<file path="src/hdl/bmms_pkg.sv">
// ---------------------------------------------------------------------------
// bmms_pkg - button multipress mode selector package
// Shared types, register indexes and reset values.
// ---------------------------------------------------------------------------
package bmms_pkg;

    localparam int UPTIME_BITS_DEF = 32;
    localparam int TICK_MS         = 10;

    localparam int CFG_DATA_W = 16;
    localparam int CFG_IDX_W  = 2;

    localparam logic [CFG_IDX_W-1:0] CFG_TURNOFF_TICKS = 2'd0;
    localparam logic [CFG_IDX_W-1:0] CFG_DEBOUNCE_THR  = 2'd1;
    localparam logic [CFG_IDX_W-1:0] CFG_MP_TIMEOUT    = 2'd2;
    localparam logic [CFG_IDX_W-1:0] CFG_STATE_COUNT   = 2'd3;

    localparam logic [7:0]  RST_TURNOFF_TICKS = 8'd200;
    localparam logic [7:0]  RST_DEBOUNCE_THR  = 8'd190;
    localparam logic [15:0] RST_MP_TIMEOUT    = 16'd1000;
    localparam logic [6:0]  RST_STATE_COUNT   = 7'd4;

    localparam logic FUNC_TICK  = 1'b0;
    localparam logic FUNC_PRESS = 1'b1;

    typedef struct packed {
        logic [7:0]  turnoff_ticks;
        logic [7:0]  debounce_threshold;
        logic [15:0] multipress_timeout_ms;
        logic [6:0]  state_count;
    } cfg_t;

    typedef struct packed {
        logic       shutdown_request;
        logic       led_on;
        logic       publish_valid;
        logic [6:0] published_state;
        logic [6:0] press_count;
    } result_t;

endpackage

</file>
<file path="src/hdl/bmms_core.sv">
// ---------------------------------------------------------------------------
// bmms_core - press tracking state and per-beat update
// Holds countdown, press counter and elapsed time; computes one result per
// accepted input beat combinationally from the current state.
// ---------------------------------------------------------------------------
module bmms_core #(
    parameter int UPTIME_BITS = bmms_pkg::UPTIME_BITS_DEF
) (
    input  logic               clk,
    input  logic               rst_n,
    input  bmms_pkg::cfg_t     cfg,
    input  logic               in_fire,
    input  logic               func,
    input  logic               button_level,
    input  logic               published_pending,
    output bmms_pkg::result_t  result
);

    logic [7:0]             hold_countdown_reg, hold_countdown_next;
    logic [6:0]             press_counter_reg, press_counter_next;
    logic [UPTIME_BITS-1:0] elapsed_reg, elapsed_next;
    logic                   press_in_play_reg, press_in_play_next;
    logic                   led_state_reg, led_state_next;

    logic [UPTIME_BITS-1:0] elapsed_inc;
    logic [6:0]             count_inc;
    logic                   shutdown;
    logic                   pub_valid;
    logic [6:0]             pub_state;

    assign elapsed_inc = elapsed_reg + UPTIME_BITS'(bmms_pkg::TICK_MS);
    assign count_inc   = press_counter_reg + 7'd1;

    always_comb
    begin
        hold_countdown_next = hold_countdown_reg;
        press_counter_next  = press_counter_reg;
        elapsed_next        = elapsed_reg;
        press_in_play_next  = press_in_play_reg;
        led_state_next      = led_state_reg;
        shutdown            = 1'b0;
        pub_valid           = 1'b0;
        pub_state           = 7'd0;

        if (func == bmms_pkg::FUNC_PRESS)
        begin
            hold_countdown_next = cfg.turnoff_ticks;
            led_state_next      = 1'b1;
        end
        else
        begin
            elapsed_next = elapsed_inc;
            if (hold_countdown_reg != 8'd0)
            begin
                if (button_level)
                begin
                    hold_countdown_next = hold_countdown_reg - 8'd1;
                    shutdown            = (hold_countdown_reg == 8'd1);
                end
                else
                begin
                    led_state_next      = 1'b0;
                    hold_countdown_next = 8'd0;
                    if (hold_countdown_reg < cfg.debounce_threshold)
                    begin
                        elapsed_next       = '0;
                        press_in_play_next = 1'b1;
                        press_counter_next = (count_inc >= cfg.state_count) ? 7'd0 : count_inc;
                    end
                end
            end
            if (press_in_play_next && (hold_countdown_next == 8'd0) &&
                (elapsed_next > UPTIME_BITS'(cfg.multipress_timeout_ms)))
            begin
                if (!published_pending)
                begin
                    pub_valid = 1'b1;
                    pub_state = press_counter_next;
                end
                press_counter_next = 7'd0;
                press_in_play_next = 1'b0;
            end
        end
    end

    always_ff @(posedge clk or negedge rst_n)
    begin
        if (!rst_n)
        begin
            hold_countdown_reg <= 8'd0;
            press_counter_reg  <= 7'd0;
            elapsed_reg        <= '0;
            press_in_play_reg  <= 1'b0;
            led_state_reg      <= 1'b0;
        end
        else if (in_fire)
        begin
            hold_countdown_reg <= hold_countdown_next;
            press_counter_reg  <= press_counter_next;
            elapsed_reg        <= elapsed_next;
            press_in_play_reg  <= press_in_play_next;
            led_state_reg      <= led_state_next;
        end
    end

    assign result.shutdown_request = shutdown;
    assign result.led_on           = led_state_next;
    assign result.publish_valid    = pub_valid;
    assign result.published_state  = pub_state;
    assign result.press_count      = press_counter_next;

`ifndef SYNTHESIS
    a_pub_clears_count: assert property (@(posedge clk) disable iff (!rst_n)
        in_fire && pub_valid |=> press_counter_reg == 7'd0 && !press_in_play_reg)
        else $error("publish did not clear press count");

    a_pub_not_pending: assert property (@(posedge clk) disable iff (!rst_n)
        in_fire && pub_valid |-> !published_pending && func == bmms_pkg::FUNC_TICK)
        else $error("publish while pending or on press beat");

    a_shutdown_held: assert property (@(posedge clk) disable iff (!rst_n)
        in_fire && shutdown |=> hold_countdown_reg == 8'd0 && $past(button_level))
        else $error("shutdown without held button");

    a_press_loads: assert property (@(posedge clk) disable iff (!rst_n)
        in_fire && func == bmms_pkg::FUNC_PRESS |=>
        hold_countdown_reg == $past(cfg.turnoff_ticks) && led_state_reg)
        else $error("press beat did not load countdown");
`endif

endmodule

</file>
<file path="src/hdl/button_multipress_mode_selector_top.sv">
// ---------------------------------------------------------------------------
// button_multipress_mode_selector_top - multipress mode selector top level
// Configuration registers, press tracking core and two-entry result buffer.
// ---------------------------------------------------------------------------
// Takes one beat per clock while in_ready is high: a press edge (func=1) or a
// 10 ms tick carrying the button level (func=0), and returns exactly one result
// beat for each. The result is registered into the output entry, or into the
// skid entry while the output entry is held. A two-entry output buffer keeps
// input accepting while one result waits; in_ready drops only when both
// entries are full. Configuration writes are single-cycle with no read-back
// and should be issued while no result is outstanding.
// ---------------------------------------------------------------------------
module button_multipress_mode_selector_top #(
    parameter int UPTIME_BITS = bmms_pkg::UPTIME_BITS_DEF
) (
    input  logic                            clk,
    input  logic                            rst_n,

    input  logic                            cfg_we,
    input  logic [bmms_pkg::CFG_IDX_W-1:0]  cfg_index,
    input  logic [bmms_pkg::CFG_DATA_W-1:0] cfg_data,

    input  logic                            in_valid,
    output logic                            in_ready,
    input  logic                            func,
    input  logic                            button_level,
    input  logic                            published_pending,

    output logic                            out_valid,
    input  logic                            out_ready,
    output logic                            shutdown_request,
    output logic                            led_on,
    output logic                            publish_valid,
    output logic [6:0]                      published_state,
    output logic [6:0]                      press_count
);

    bmms_pkg::cfg_t    cfg_reg;
    bmms_pkg::result_t core_result;
    bmms_pkg::result_t out_reg, out_next;
    bmms_pkg::result_t skid_reg, skid_next;
    logic              out_valid_reg, out_valid_next;
    logic              skid_valid_reg, skid_valid_next;
    logic              in_fire;
    logic              out_take;

    always_ff @(posedge clk or negedge rst_n)
    begin
        if (!rst_n)
        begin
            cfg_reg.turnoff_ticks         <= bmms_pkg::RST_TURNOFF_TICKS;
            cfg_reg.debounce_threshold    <= bmms_pkg::RST_DEBOUNCE_THR;
            cfg_reg.multipress_timeout_ms <= bmms_pkg::RST_MP_TIMEOUT;
            cfg_reg.state_count           <= bmms_pkg::RST_STATE_COUNT;
        end
        else if (cfg_we)
        begin
            case (cfg_index)
                bmms_pkg::CFG_TURNOFF_TICKS: cfg_reg.turnoff_ticks <= cfg_data[7:0];
                bmms_pkg::CFG_DEBOUNCE_THR:  cfg_reg.debounce_threshold <= cfg_data[7:0];
                bmms_pkg::CFG_MP_TIMEOUT:    cfg_reg.multipress_timeout_ms <= cfg_data;
                bmms_pkg::CFG_STATE_COUNT:   cfg_reg.state_count <= cfg_data[6:0];
                default: ;
            endcase
        end
    end

    assign in_ready = !skid_valid_reg;
    assign in_fire  = in_valid && in_ready;
    assign out_take = out_valid_reg && out_ready;

    bmms_core #(
        .UPTIME_BITS(UPTIME_BITS)
    ) u_core (
        .clk               (clk),
        .rst_n             (rst_n),
        .cfg               (cfg_reg),
        .in_fire           (in_fire),
        .func              (func),
        .button_level      (button_level),
        .published_pending (published_pending),
        .result            (core_result)
    );

    always_comb
    begin
        out_next        = out_reg;
        out_valid_next  = out_valid_reg;
        skid_next       = skid_reg;
        skid_valid_next = skid_valid_reg;
        if (out_take || !out_valid_reg)
        begin
            if (skid_valid_reg)
            begin
                out_next        = skid_reg;
                out_valid_next  = 1'b1;
                skid_valid_next = 1'b0;
            end
            else if (in_fire)
            begin
                out_next       = core_result;
                out_valid_next = 1'b1;
            end
            else
            begin
                out_valid_next = 1'b0;
            end
        end
        else if (in_fire)
        begin
            skid_next       = core_result;
            skid_valid_next = 1'b1;
        end
    end

    always_ff @(posedge clk or negedge rst_n)
    begin
        if (!rst_n)
        begin
            out_valid_reg  <= 1'b0;
            skid_valid_reg <= 1'b0;
        end
        else
        begin
            out_valid_reg  <= out_valid_next;
            skid_valid_reg <= skid_valid_next;
        end
    end

    always_ff @(posedge clk)
    begin
        out_reg  <= out_next;
        skid_reg <= skid_next;
    end

    assign out_valid        = out_valid_reg;
    assign shutdown_request = out_reg.shutdown_request;
    assign led_on           = out_reg.led_on;
    assign publish_valid    = out_reg.publish_valid;
    assign published_state  = out_reg.published_state;
    assign press_count      = out_reg.press_count;

`ifndef SYNTHESIS
    a_skid_needs_out: assert property (@(posedge clk) disable iff (!rst_n)
        skid_valid_reg |-> out_valid_reg)
        else $error("skid entry without output entry");

    a_no_accept_full: assert property (@(posedge clk) disable iff (!rst_n)
        skid_valid_reg && !out_ready |=> skid_valid_reg && out_valid_reg)
        else $error("buffer lost a result while stalled");

    a_accept_gives_out: assert property (@(posedge clk) disable iff (!rst_n)
        in_fire |=> out_valid_reg)
        else $error("accepted beat produced no result");
`endif

endmodule
</file>
<file path="config.mk">
export PLATFORM = sky130hd
export DESIGN_NAME = button_multipress_mode_selector_top
export DESIGN_NICKNAME = d
export VERILOG_FILES = /design/src/hdl/bmms_pkg.sv /design/src/hdl/bmms_core.sv /design/src/hdl/button_multipress_mode_selector_top.sv
export SDC_FILE = /design/constraint.sdc
export NUM_CORES = 1
export LEC_CHECK = 0
export BUFFER_PORTS_ARGS = -buffer_cell sky130_fd_sc_hd__buf_4
export CORE_MARGIN = 2
export CORE_UTILIZATION = 46
export DETAILED_ROUTE_END_ITERATION = 7
export GPL_TIMING_DRIVEN = 0
export PLACE_DENSITY = 0.69
export REMOVE_ABC_BUFFERS = 1
export SYNTH_ARGS = -nofsm -noshare
export SYNTH_HDL_FRONTEND = slang
export SYNTH_SLANG_ARGS = --single-unit
</file>
<file path="constraint.sdc">
create_clock -name clk -period 11.1 [get_ports clk]
set_input_delay 3.33 -clock clk [delete_from_list [all_inputs] [get_ports clk]]
set_output_delay 3.33 -clock clk [all_outputs]
set_load 0.02 [all_outputs]
</file>
After elaboration in Yosys (flattened, before gate mapping)
Index checks and enable logic that the tools add are counted.
{ "totals": {"ff_bits": 124, "latchBits": 0, "mem_bits_rw": 0, "romBits": 0, "n_memories": 0} }
{ "classes": {"addsub": 3, "multipliers": 0, "div_mod_pow": 0, "n_lt_le_gt_ge": 3, "n_eq_ne": 4, "n_shift": 0, "n_mux": 37, "bitwise_logic": 2, "reduce_logical": 19} }
{ "ops": {"columns": ["operator", "count"], "rows": [
  ["32-bit 2-to-1 mux", 4],
  ["7-bit 2-to-1 mux", 9],
  ["17-bit 2-to-1 mux", 2],
  ["32-bit by 4-bit adder with 32-bit output, second input constant", 1],
  ["32-bit by 16-bit greater-than comparator with 1-bit output", 1],
  ["8-bit 2-to-1 mux", 4],
  ["1-bit 2-to-1 mux", 18],
  ["2-bit AND reduction", 7],
  ["8-bit by 1-bit == test with 1-bit output, second input constant", 1],
  ["8-bit logical NOT", 1],
  ["8-bit less-than comparator", 1],
  ["8-bit nonzero test", 1],
  ["8-bit by 1-bit subtractor with 8-bit output, second input constant", 1],
  ["7-bit by 1-bit adder with 7-bit output, second input constant", 1],
  ["7-bit greater-or-equal comparator", 1],
  ["2-bit == test, second input constant", 2],
  ["1-bit logical AND", 4],
  ["2-bit nonzero test", 2],
  ["2-bit by 1-bit == test with 1-bit output, second input constant", 1],
  ["1-bit logical NOT", 2],
  ["2-bit logical NOT", 1],
  ["1-bit NOT", 2],
  ["1-bit logical OR", 1]
]} }

Longest topological paths before layout
Gate-level depths: netlist of run 1.
{ "logic_depth": {"ltp_word": 11, "ltp_mapped": 19, "ltp_nobuf": 15} }

Hierarchy
From an unflattened synthesis of run 1, not the netlist that was laid out.
{ "hier_totals": {"hier_cells": 690, "area_unflattened_um2": 7161.9} }
{ "modules_own_cells": {"columns": ["mod", "n_inst", "cells_per_inst", "area_each_um2", "seq_area_each_um2"], "rows": [
  ["bmms_core", 1, 544, 4349.2, 1226.2],
  ["button_multipress_mode_selector_top", 1, 146, 2812.7, 2067.0]
]} }

Worst setup path after synthesis of run 1
Ideal clock, no wire load.
{ "synth_timing": {"path_kind": "input -> register", "from": "input port button_level", "to": "register out_reg, in the netlist published_state[6] (data pin)", "arrival_time_ps": 6791, "required_time_ps": 10828, "setup_slack_ps": 4037, "path_stages": 16, "path_buffers": 4, "path_cell_list": "a31oi_1 -> nand2_1 -> a21oi_1 -> clkbuf_1 -> clkbuf_1 -> buf_1 -> nor2_1 -> ha_1 -> a21oi_1 -> o21ai_0 -> a221o_1 -> o31a_1 -> a2111o_1 -> o211ai_2 -> buf_2 -> o41ai_1"} }
{ "synth_via": {"elab_chain_cells": 10, "elab_cells_between_ends": 20} }
{ "synth_lines": {"columns": ["element", "line_no", "rtl"], "rows": [
  ["start, declared", "button_multipress_mode_selector_top.sv:26", "input logic button_level,"],
  ["parallel branches: the longest is 6 deep, another holds 32-bit by 16-bit greater-than comparator with 1-bit output", null, null],
  ["7-bit 2-to-1 mux *", "bmms_core.sv:72", "if (press_in_play_next && (hold_countdown_next == 8'd0) &&"],
  ["7-bit 2-to-1 mux *", "bmms_core.sv:45", "if (func == bmms_pkg::FUNC_PRESS)"],
  ["17-bit 2-to-1 mux *", "button_multipress_mode_selector_top.sv:99", "else if (in_fire)"],
  ["17-bit 2-to-1 mux *", "button_multipress_mode_selector_top.sv:93", "if (skid_valid_reg)"],
  ["end signal, assigned", "button_multipress_mode_selector_top.sv:132", "out_reg <= out_next;"],
  ["end, declared", "button_multipress_mode_selector_top.sv:40", "bmms_pkg::result_t out_reg, out_next;"]
]} }
Mark *: on every way between the ends. The select of a mux whose other input is x is not followed.
A chain may end at the register's enable or synchronous reset.

Worst setup path in the final report of run 1
{ "layout_timing": {"from": "input port button_level", "to": "register out_reg, in the netlist press_count[1] (data pin)"} }
The elaborated chain is that of the path after synthesis.

==> flow_summary.json, run 1 <==
{
  "status": "finished clean",
  "cts_made_buffers": 17,
  "cts_hold_buffers": 0,
  "die_h_um": 128.1,
  "power_density_nw_per_um2": 197.2,
  "ir_drop_uv": 121.1,
  "yosys.area.top_type_share_pct": 26.15,
  "port_buffers": 44,
  "die-area_sq_um": 16400,
  "cts_tree": "done",
  "crit_slowest_cell": "a21oi_4",
  "synth_top_area_cell": "dfrtp_1",
  "first_pass_iters": 5,
  "arrival_ps": 7590,
  "synth_mux_area_share_pct": 7.279,
  "ys.flop_type": "dfrtp_1",
  "std_cell_rows": 45,
  "largest_register_ffs": 39,
  "yosys-top-cells-count": "dfrtp_1 (74), nand2_1 (71), nor2_1 (51)",
  "synth_cells": 709,
  "grt_start_max_net_pins": 91,
  "crit_required_ps": 11320,
  "slowest_delay_ps": 670,
  "avgSynthCellArea_sq_um": 9.988,
  "register_area_sq_um": 3293,
  "relSlewSlack_pct": 16.31,
  "drt_iter0_drc": 405,
  "power.leakage_nw": 3.401,
  "setup_violations": 0,
  "clk_pin_slew_ps": 60,
  "synth.yosys.seq_area_share_pct": 46.50,
  "fin_util_pct": 53.75,
  "ant_nets": 0,
  "dp.final_hpwl_um": 10410,
  "synth_enable_flop_cells": 34,
  "finClkSkew_ps": 11.08,
  "h-tree-depth": 4,
  "wl_per_cell_um": 16.50,
  "place_congestion": 0.8746,
  "grt_pass1_vias": 5390,
  "fin_setup_tns_ps": 0,
  "fmax_ghz": 0.1356,
  "synth_compound_area_share_pct": 17.76,
  "critPathLaunchType": "input port",
  "slew_violations": 0,
  "drt-total-wl_um": 15400,
  "antenna_found_initial": 0,
  "area_growth_pct": 14.96,
  "period_share_pct": 66.45,
  "ys_seq_elements": 124,
  "die_w_um": 128.1,
  "via_per_inst": 5.910,
  "post_cts_buffers": 0,
  "start_util_pct": 46.76,
  "fin_crit_ps": 7376,
  "rsz0062_at_grt": "false",
  "yosysWarnings": 0,
  "max_cap_viol_count": 0,
  "multi_input_area_sq_um": 3522,
  "synth_cell_types": 61,
  "tightest_slew_ps": 1255,
  "n_fill_cell": 1321,
  "yosys.area_share.adder_pct": 6.184,
  "crit_family": "compound AO/OA/AOI/OAI gates",
  "yosysMostFrequentCell": "dfrtp_1",
  "cts_resized": 0,
  "worstPathMaxFanout": 30,
  "synth_top_family_by_area": "compound AO/OA/AOI/OAI gates",
  "via_count": 5514,
  "cts_sinks": 124,
  "ios": 45,
  "ys_async_sr_fraction_pct": 72.58,
  "cp-end-kind": "flop",
  "drive_above_1_share_pct": 20.13,
  "synth_xor_area_share_pct": 2.845,
  "antenna_cells": 0,
  "finalHoldViolations": 0,
  "fin_nets": 793,
  "crit_chain": "buf_4 -> a31oi_1 -> nand2_1 -> a21oi_4 -> buf_16 -> nor2_1 -> ha_1 -> a21oi_1 -> o21ai_0 -> a221o_1 -> o31a_1 -> a2111o_1 -> o211a_1 -> o41ai_1",
  "overflow": 0,
  "cts_max_path_buffers": 2,
  "track_usage_pct": 19.79,
  "min_path_type": "reg2reg",
  "synth_area_leaders": "dfrtp_1 (26%), edfxtp_1 (14%), mux2_2 (7.0%)",
  "insertion_delay_ps": 420,
  "cts_root_buffer": "clkbuf_16",
  "critPathKind": "in2reg",
  "synth_area_sq_um": 7082,
  "post-route-drc-count": 0,
  "grt_pass1_wl_um": 26050,
  "post_synth_and_or_nand_nor_area_fraction_pct": 15.37,
  "path_buf_inv": 2,
  "core_area_sq_um": 15150
}
[kinds of logic (layout without fill, tap and decap cells)]
| logic type | after synthesis | in the layout |
|---|---|---|
| multiplexers | 46 | 46 |
| adder cells (fa/ha/maj) | 35 | 35 |
| AO/OA/AOI/OAI | 183 | 183 |
| AND/OR/NAND/NOR | 225 | 225 |
| XOR/XNOR | 23 | 23 |
| flip-flops | 124 | 124 |
| buffers and inverters | 73 | 109 |
[layout make-up]
| cell class | instances | area share [%] |
|---|---|---|
| multi-input combinational | 512 | 43.26 |
| timing repair buffer | 45 | 4.395 |
| tap | 188 | 2.889 |
| clock buffer | 17 | 5.225 |
| inverter | 32 | 1.475 |
| sequential | 124 | 40.45 |
| clock inverter | 15 | 2.305 |
[through the flow]
stage	total power, mW	hold slack (ps)	area (sq um)	instances	worst slack, ps
2_1_floorplan	0.8956	466.0	6914	668	2918
6_report	1.605	504.8	8142	933	3724
3_3_place_gp	0.9975	486.4	7480	900	891.0
5_1_grt	1.697	529.6	8142	933	3368
4_1_cts	1.612	503.4	8134	933	3738
3_5_place_dp	1.032	484.8	7521	901	3274
[per-layer routing]
metal / wire length (um) / GRT usage, % / up-vias
li1: - / - / 2669
met1: 6988 / 26.47 / 2694
met2: 7533 / 32.18 / 131
met3: 651 / 4.132 / 20
met4: 225 / 6.787 / 0
met5: 0 / 0 / -
[where the power goes]
part	leakage, nW	total, mW	switching, mW	internal [mW]
combinational	1.66	0.411	0.240	0.171
clock	0.291	0.577	0.219	0.357
sequential	1.45	0.617	0.0666	0.551
total	3.40	1.61	0.526	1.08
[worst register-to-register path: cells and delay by family (launching register included)]
| kind | cells | cell delay, ps |
|---|---|---|
| buf+inv | 2 | 350 |
| simple gates | 2 | 240 |
| flops | 1 | 480 |
| compound gates | 9 | 3330 |
| fa+ha+maj | 2 | 550 |
[placed cells by master, fill, tap and decap left out, drive strengths merged, types with 5 or more instances in the layout]
master,instances
xnor2,12
a31oi,9
nor4,5
nor3,16
nand2,71
nand2b,9
a21oi,32
a211oi,5
edfxtp,34
ha,35
o41ai,14
and4,8
inv,38
xor2,11
o31ai,35
buf,45
dfrtp,74
clkbuf,17
o21ai,49
nand3,23
nor2b,11
dfstp,16
nand4,11
and3,7
mux2,44
nor2,52
[worst paths after layout]
kind	startpoint	to	slack [ps]	cells past startpoint
worst max-delay path	button_level	press_count[1]	3720	14
worst min-delay path	u_core.led_state_reg	u_core.led_state_reg	500	1
worst max register to register	u_core.hold_countdown_reg[0]	press_count[1]	5940	15
worst min register to register	u_core.led_state_reg	u_core.led_state_reg	500	1
max in group asynchronous	rst_n	u_core.elapsed_reg[23]	7230	1
min in group asynchronous	rst_n	cfg_reg[20]	3130	1
No activity file was read; power rests on OpenSTA's default activity.
==> inputs of run 2 (changes only) <==
- ABC_AREA: not set -> 1
- PLACE_DENSITY: 0.69 -> 0.72
- clock period: 11.1 -> 6.5 ns (I/O delays scaled with it)
==> run 2 against run 1 <==
Against the previous run:
- sequential share of layout area decreased by 1.6 points
- register-to-register slack got worse by 4100 ps
- die area increased by 3.7%
- worst setup slack got worse by 2400 ps
- hold slack got worse by 24 ps
- clock skew decreased by 2.4 ps
- clock power increased by 75%
- critical endpoint is now publish_valid
- highest routed layer unchanged
==> flow_summary.json, run 2 <==
{
  "setup_ws_ps": 1285,
  "area_growth_pct": 15.22,
  "cts_sinks": 124,
  "arrival_ps": 5380,
  "cts_resized": 0,
  "port_buffers": 44,
  "crit_path_end": "publish_valid",
  "yosys.area.top_type_share_pct": 25.19,
  "crit_start": "button_level",
  "first_pass_iters": 5,
  "yosysWarnings": 0,
  "cts_max_path_buffers": 2,
  "avgSynthCellArea_sq_um": 7.770,
  "overflow": 0,
  "r2r_cells": 20,
  "drive_above_1_share_pct": 14.54,
  "die_h_um": 130.4,
  "synth_cells": 946,
  "largest_register_ffs": 39,
  "r2r_start": "cfg_reg[28]",
  "post-route-drc-count": 0,
  "min_path_type": "reg2reg",
  "via_per_inst": 4.949,
  "rsz0062_at_grt": "false",
  "critPathKind": "in2reg",
  "synth_cell_types": 40,
  "fmax_ghz": 0.1917,
  "synth_enable_flop_cells": 34,
  "worstPathMaxFanout": 48,
  "fin_crit_ps": 5215,
  "start_util_pct": 46.61,
  "post_cts_buffers": 0,
  "synth_top_area_cell": "dfrtp_1",
  "clk_pin_slew_ps": 60,
  "dp.final_hpwl_um": 11080,
  "drt_iter0_drc": 399,
  "yosysMostFrequentCell": "nand2_1",
  "grt_pass1_vias": 5687,
  "power_density_nw_per_um2": 316.7,
  "cts_root_buffer": "clkbuf_16",
  "cp-end-kind": "flop",
  "fin_nets": 1045,
  "antenna_cells": 0,
  "ios": 45,
  "reg2reg_slack_ps": 1850,
  "cts_hold_buffers": 0,
  "critPathLaunchType": "input port",
  "grt_start_max_net_pins": 91,
  "wl_per_cell_um": 13.03,
  "cts_made_buffers": 17,
  "max_cap_viol_count": 0,
  "synth_area_leaders": "dfrtp_1 (25%), nand2_1 (14%), edfxtp_1 (14%)",
  "insertion_delay_ps": 420,
  "antenna_found_initial": 0,
  "ir_drop_uv": 216.2,
  "ys_seq_elements": 124,
  "via_count": 6003,
  "place_congestion": 0.8617,
  "dp_worst_setup_slack_ps": 881.6,
  "cts_tree": "done",
  "tightest_slew_ps": 1360,
  "slew_violations": 0,
  "crit_required_ps": 6660,
  "yosys-top-cells-count": "nand2_1 (277), inv_1 (133), nor2_1 (79)",
  "status": "finished clean",
  "die_w_um": 130.4,
  "finalHoldViolations": 0,
  "core_area_sq_um": 15770,
  "power.leakage_nw": 4.262,
  "ys_async_sr_fraction_pct": 72.58,
  "finClkSkew_ps": 8.689,
  "synth_area_sq_um": 7351,
  "die-area_sq_um": 17010,
  "relSlewSlack_pct": 9.031,
  "r2r_end": "publish_valid",
  "ant_nets": 0,
  "final_cell_mix": "nand2_1 (277), inv_1 (133), nor2_1 (79)",
  "synth.yosys.seq_area_share_pct": 44.80,
  "drt-total-wl_um": 15810,
  "std_cell_rows": 46,
  "ys.flop_type": "dfrtp_1",
  "h-tree-depth": 4,
  "period_share_pct": 80.23,
  "setup_violations": 0,
  "track_usage_pct": 20.09,
  "n_fill_cell": 1510,
  "fin_setup_tns_ps": 0,
  "final_common_cell": "nand2_1",
  "grt_pass1_wl_um": 26960
}
-- run 2: worst min path at each step --
stage                start     endpoint  slack [ps]  depth (start not counted)
2_1_floorplan  cfg_reg[31]  cfg_reg[31]         450                          2
3_3_place_gp   cfg_reg[32]  cfg_reg[32]         470                          2
3_5_place_dp   cfg_reg[32]  cfg_reg[32]         470                          2
4_1_cts        cfg_reg[32]  cfg_reg[32]         480                          2
5_1_grt        cfg_reg[32]  cfg_reg[32]         510                          2
6_report       cfg_reg[32]  cfg_reg[32]         480                          2
-- run 2: cell families after synthesis --
| logic type | share of synthesized area, % |
|---|---|
| fa+ha+maj | 5.957 |
| simple gates | 27.90 |
| compound gates | 10.09 |
| xor+xnor | 2.621 |
| flops | 44.80 |
| buf+inv | 8.630 |
-- run 2: stage by stage --
step	std cells	total power [mW]	utilization, %	hold slack (ps)	cell area [sq um]
5_1_grt	1213	2.852	53.71	505.2	8469
2_1_floorplan	921	1.499	-	447.8	7242
3_3_place_gp	1181	1.663	49.73	465.0	7843
3_5_place_dp	1181	1.681	49.74	467.8	7844
6_report	1213	2.682	53.71	480.4	8469
4_1_cts	1213	2.697	53.71	483.8	8469
-- run 2: worst max-delay path, stage by stage --
cell and delay [ps]:
buf_4 130, nor2_2 140, nand3_2 780, nand2_1 420, inv_1 80, ha_1 330, nand2_1 60, nor2_1 140
nand2_1 90, nor2_1 150, nand4_1 110, nand2_1 150, nand3_1 80, nand3b_1 170, nor2_1 260, nor2_4 110
nand2_4 130, o21ai_2 60
-- run 2: metal layers --
layer  vias to the layer above  share of wire [%]  track usage, %  wire length, um
met5                         -                  0               0                0
met4                         0                1.4           6.508              219
met3                        17                4.1           3.868              644
met2                       126                 47           32.49             7362
met1                      2753                 48           27.50             7581
li1                       3107                  -               -                -
-- run 2: cell type report --
type                            instances  area (sq um)  share of cell area [%]
Clock buffer                           17         425.4                   5.023
Clock inverter                         15         200.2                   2.364
Inverter                              140         526.8                   6.220
Multi-Input combinational cell        657          3423                   40.42
Sequential cell                       124          3293                   38.88
Tap cell                              216         270.3                   3.191
Timing Repair Buffer                   44         330.3                   3.900
-- run 2: report_power, final --
part	internal [mW]	total (mW)	switching, mW	leakage [nW]
Combinational	0.242	0.653	0.411	2.50
Clock	0.619	1.01	0.392	0.309
Sequential	0.930	1.02	0.0882	1.45
Total	1.79	2.68	0.891	4.26
==> inputs of run 3 (changes only) <==
- ABC_AREA: 1 -> 0
- PLACE_DENSITY: 0.72 -> 0.69
- clock period: 6.5 -> 5.44 ns (I/O delays scaled with it)
==> run 3 against run 2 <==
Against the previous run:
- final cell count is 23% lower
- via count is 7.1% lower
- hold slack better by 19 ps
- register-to-register slack worse by 1200 ps
- largest cell class unchanged
- largest power group unchanged
==> flow_summary.json, run 3 (synthesis results as in run 1) <==
{
  "fin_nets": 796,
  "final_cell_mix": "dfrtp_1 (74), nand2_1 (71), nor2_1 (50)",
  "via_count": 5578,
  "rsz0062_at_grt": "false",
  "r2r_start": "u_core.hold_countdown_reg[4]",
  "die_w_um": 128.1,
  "p_int_mw": 2.212,
  "grt_start_max_net_pins": 91,
  "combPwrFrac_pct": 26.4,
  "fmax_ghz": 0.1951,
  "overflow": 0,
  "power.leakage_nw": 3.402,
  "std_cell_rows": 45,
  "core_area_sq_um": 15150,
  "finClkSkew_ps": 8.545,
  "ir_drop_uv": 246.9,
  "r2r_end": "published_state[4]",
  "die_h_um": 128.1,
  "min_path_type": "reg2reg",
  "die-area_sq_um": 16400,
  "via_per_inst": 5.959,
  "crit_start": "button_level",
  "dp.final_hpwl_um": 10410,
  "wl_met1_um": 7032,
  "setup_violations": 0,
  "grt_pass1_vias": 5448,
  "finalPower_mw": 3.308,
  "met3WireLength_um": 766,
  "grt_pass1_wl_um": 26570,
  "p_sw_share_pct": 33.15,
  "p_clk_share_pct": 35.6,
  "r2r_cells": 14,
  "power_density_nw_per_um2": 404.9,
  "place_inst": 901,
  "slew_violations": 0,
  "stdcell_count": 936,
  "tightest_slew_ps": 1259,
  "antenna_found_initial": 0,
  "h-tree-depth": 4,
  "status": "finished clean",
  "cts_max_path_buffers": 2,
  "finalHoldViolations": 0,
  "antenna_cells": 0,
  "ant_nets": 0,
  "wl_met2_um": 7845,
  "drt-total-wl_um": 15830,
  "arrival_ps": 5240,
  "crit_required_ps": 5560,
  "slowest_delay_ps": 620,
  "max_cap_viol_count": 0,
  "cts_sinks": 124,
  "start_util_pct": 46.76,
  "critPathLaunchType": "input port",
  "n_fill_cell": 1318,
  "final_common_cell": "dfrtp_1",
  "wl_per_cell_um": 16.91,
  "ios": 45,
  "track_usage_pct": 20.33,
  "drt_iter0_drc": 448,
  "cts_tree": "done",
  "worstPathMaxFanout": 30,
  "cts_root_buffer": "clkbuf_16",
  "area_growth_pct": 15.39,
  "cp-end-kind": "flop",
  "post-route-drc-count": 0,
  "reg2reg_slack_ps": 620,
  "largest_register_ffs": 39,
  "first_pass_iters": 7,
  "place_congestion": 0.8746,
  "fin_crit_ps": 5125,
  "insertion_delay_ps": 420,
  "clk_pin_slew_ps": 60,
  "crit_chain": "buf_4 -> a31oi_2 -> nand2_1 -> a21oi_4 -> buf_16 -> nor2_1 -> ha_1 -> a21oi_1 -> o21ai_0 -> a221o_1 -> o31a_1 -> a2111o_1 -> o211ai_2 -> o41ai_1",
  "period_share_pct": 94.20,
  "top_layer": "met4",
  "drive_above_1_share_pct": 20.72,
  "port_buffers": 44,
  "seq_power_share_pct": 38.1,
  "crit_slowest_cell": "o211ai_2",
  "critPathKind": "in2reg",
  "crit_path_end": "published_state[4]",
  "relSlewSlack_pct": 16.09,
  "total_switching_power_mw": 1.097,
  "cts_made_buffers": 17
}
run 3: cell count changes in the layout (fill, tap and decap cells not counted), moves of 9 or more:
cell / delta
nand2_1: -206
inv_1: -101
mux2_2: +44
o31ai_1: +34
nor2_1: -29
o21ai_0: -23
nand2_2: -20
nor2b_1: +11
o41ai_1: +11
nor2_2: -10
nand4_1: -9
o21ai_1: -9
run 3: worst max-delay path: cells and delay by family:
kind | cells | cell delay [ps]
simple gates | 2 | 320
compound gates | 9 | 2640
fa+ha+maj | 1 | 290
buf+inv | 2 | 340
run 3: final cells by class:
cell class                      count  area, sq um  area share [%]
Clock inverter                     15        187.7           2.297
Multi-Input combinational cell    513         3537           43.29
Clock buffer                       17        425.4           5.206
Timing Repair Buffer               47        372.9           4.563
Inverter                           32        120.1           1.470
Sequential cell                   124         3293           40.30
Tap cell                          188        235.2           2.879
run 3: power by group through the flow:
stage | logic [mW] | clock network [mW] | registers, mW
2_1_floorplan | 0.571 | 0 | 1.26
3_3_place_gp | 0.770 | 0 | 1.26
3_5_place_dp | 0.832 | 0 | 1.27
4_1_cts | 0.866 | 1.19 | 1.26
5_1_grt | 0.978 | 1.23 | 1.28
6_report | 0.872 | 1.18 | 1.26
run 3: metal layers:
| metal | up-vias | track usage [%] |
|---|---|---|
| met5 | - | 0 |
| met4 | 0 | 7.498 |
| met3 | 16 | 3.965 |
| met2 | 161 | 32.87 |
| met1 | 2721 | 27.33 |
| li1 | 2680 | - |
run 3: worst min-delay path by stage:
stage | slack (ps) | end | cells past startpoint | startpoint
CTS | 500 | u_core.led_state_reg | 1 | u_core.led_state_reg
finish | 500 | u_core.led_state_reg | 1 | u_core.led_state_reg
global route | 530 | cfg_reg[4] | 1 | cfg_reg[4]
detailed placement | 480 | u_core.led_state_reg | 1 | u_core.led_state_reg
floorplan | 470 | u_core.led_state_reg | 1 | u_core.led_state_reg
global placement | 490 | u_core.led_state_reg | 1 | u_core.led_state_reg
run 3: repair_timing:
action | in CTS | in global routing
buffers inserted | 2 | 0
gates cloned | 1 | 0
setup endpoints to repair | 32 | 29
hold buffers | 0 | 0
resized for setup | 0 | 2
run 3: through the flow:
| stage | TNS [ps] | instance area (sq um) | hold slack, ps | util, % | worst slack, ps |
|---|---|---|---|---|---|
| finish | 0 | 8172 | 499.5 | 53.95 | 315.3 |
| CTS | 0 | 8158 | 503.4 | 53.86 | 97.19 |
| detailed placement | -19750 | 7521 | 484.8 | 49.66 | -688.5 |
| global route | 0 | 8172 | 529.7 | 53.95 | 117.7 |
| global placement | -134450 | 7480 | 486.4 | 49.38 | -3071 |
| floorplan | -35660 | 6914 | 466.0 | - | -1044 |
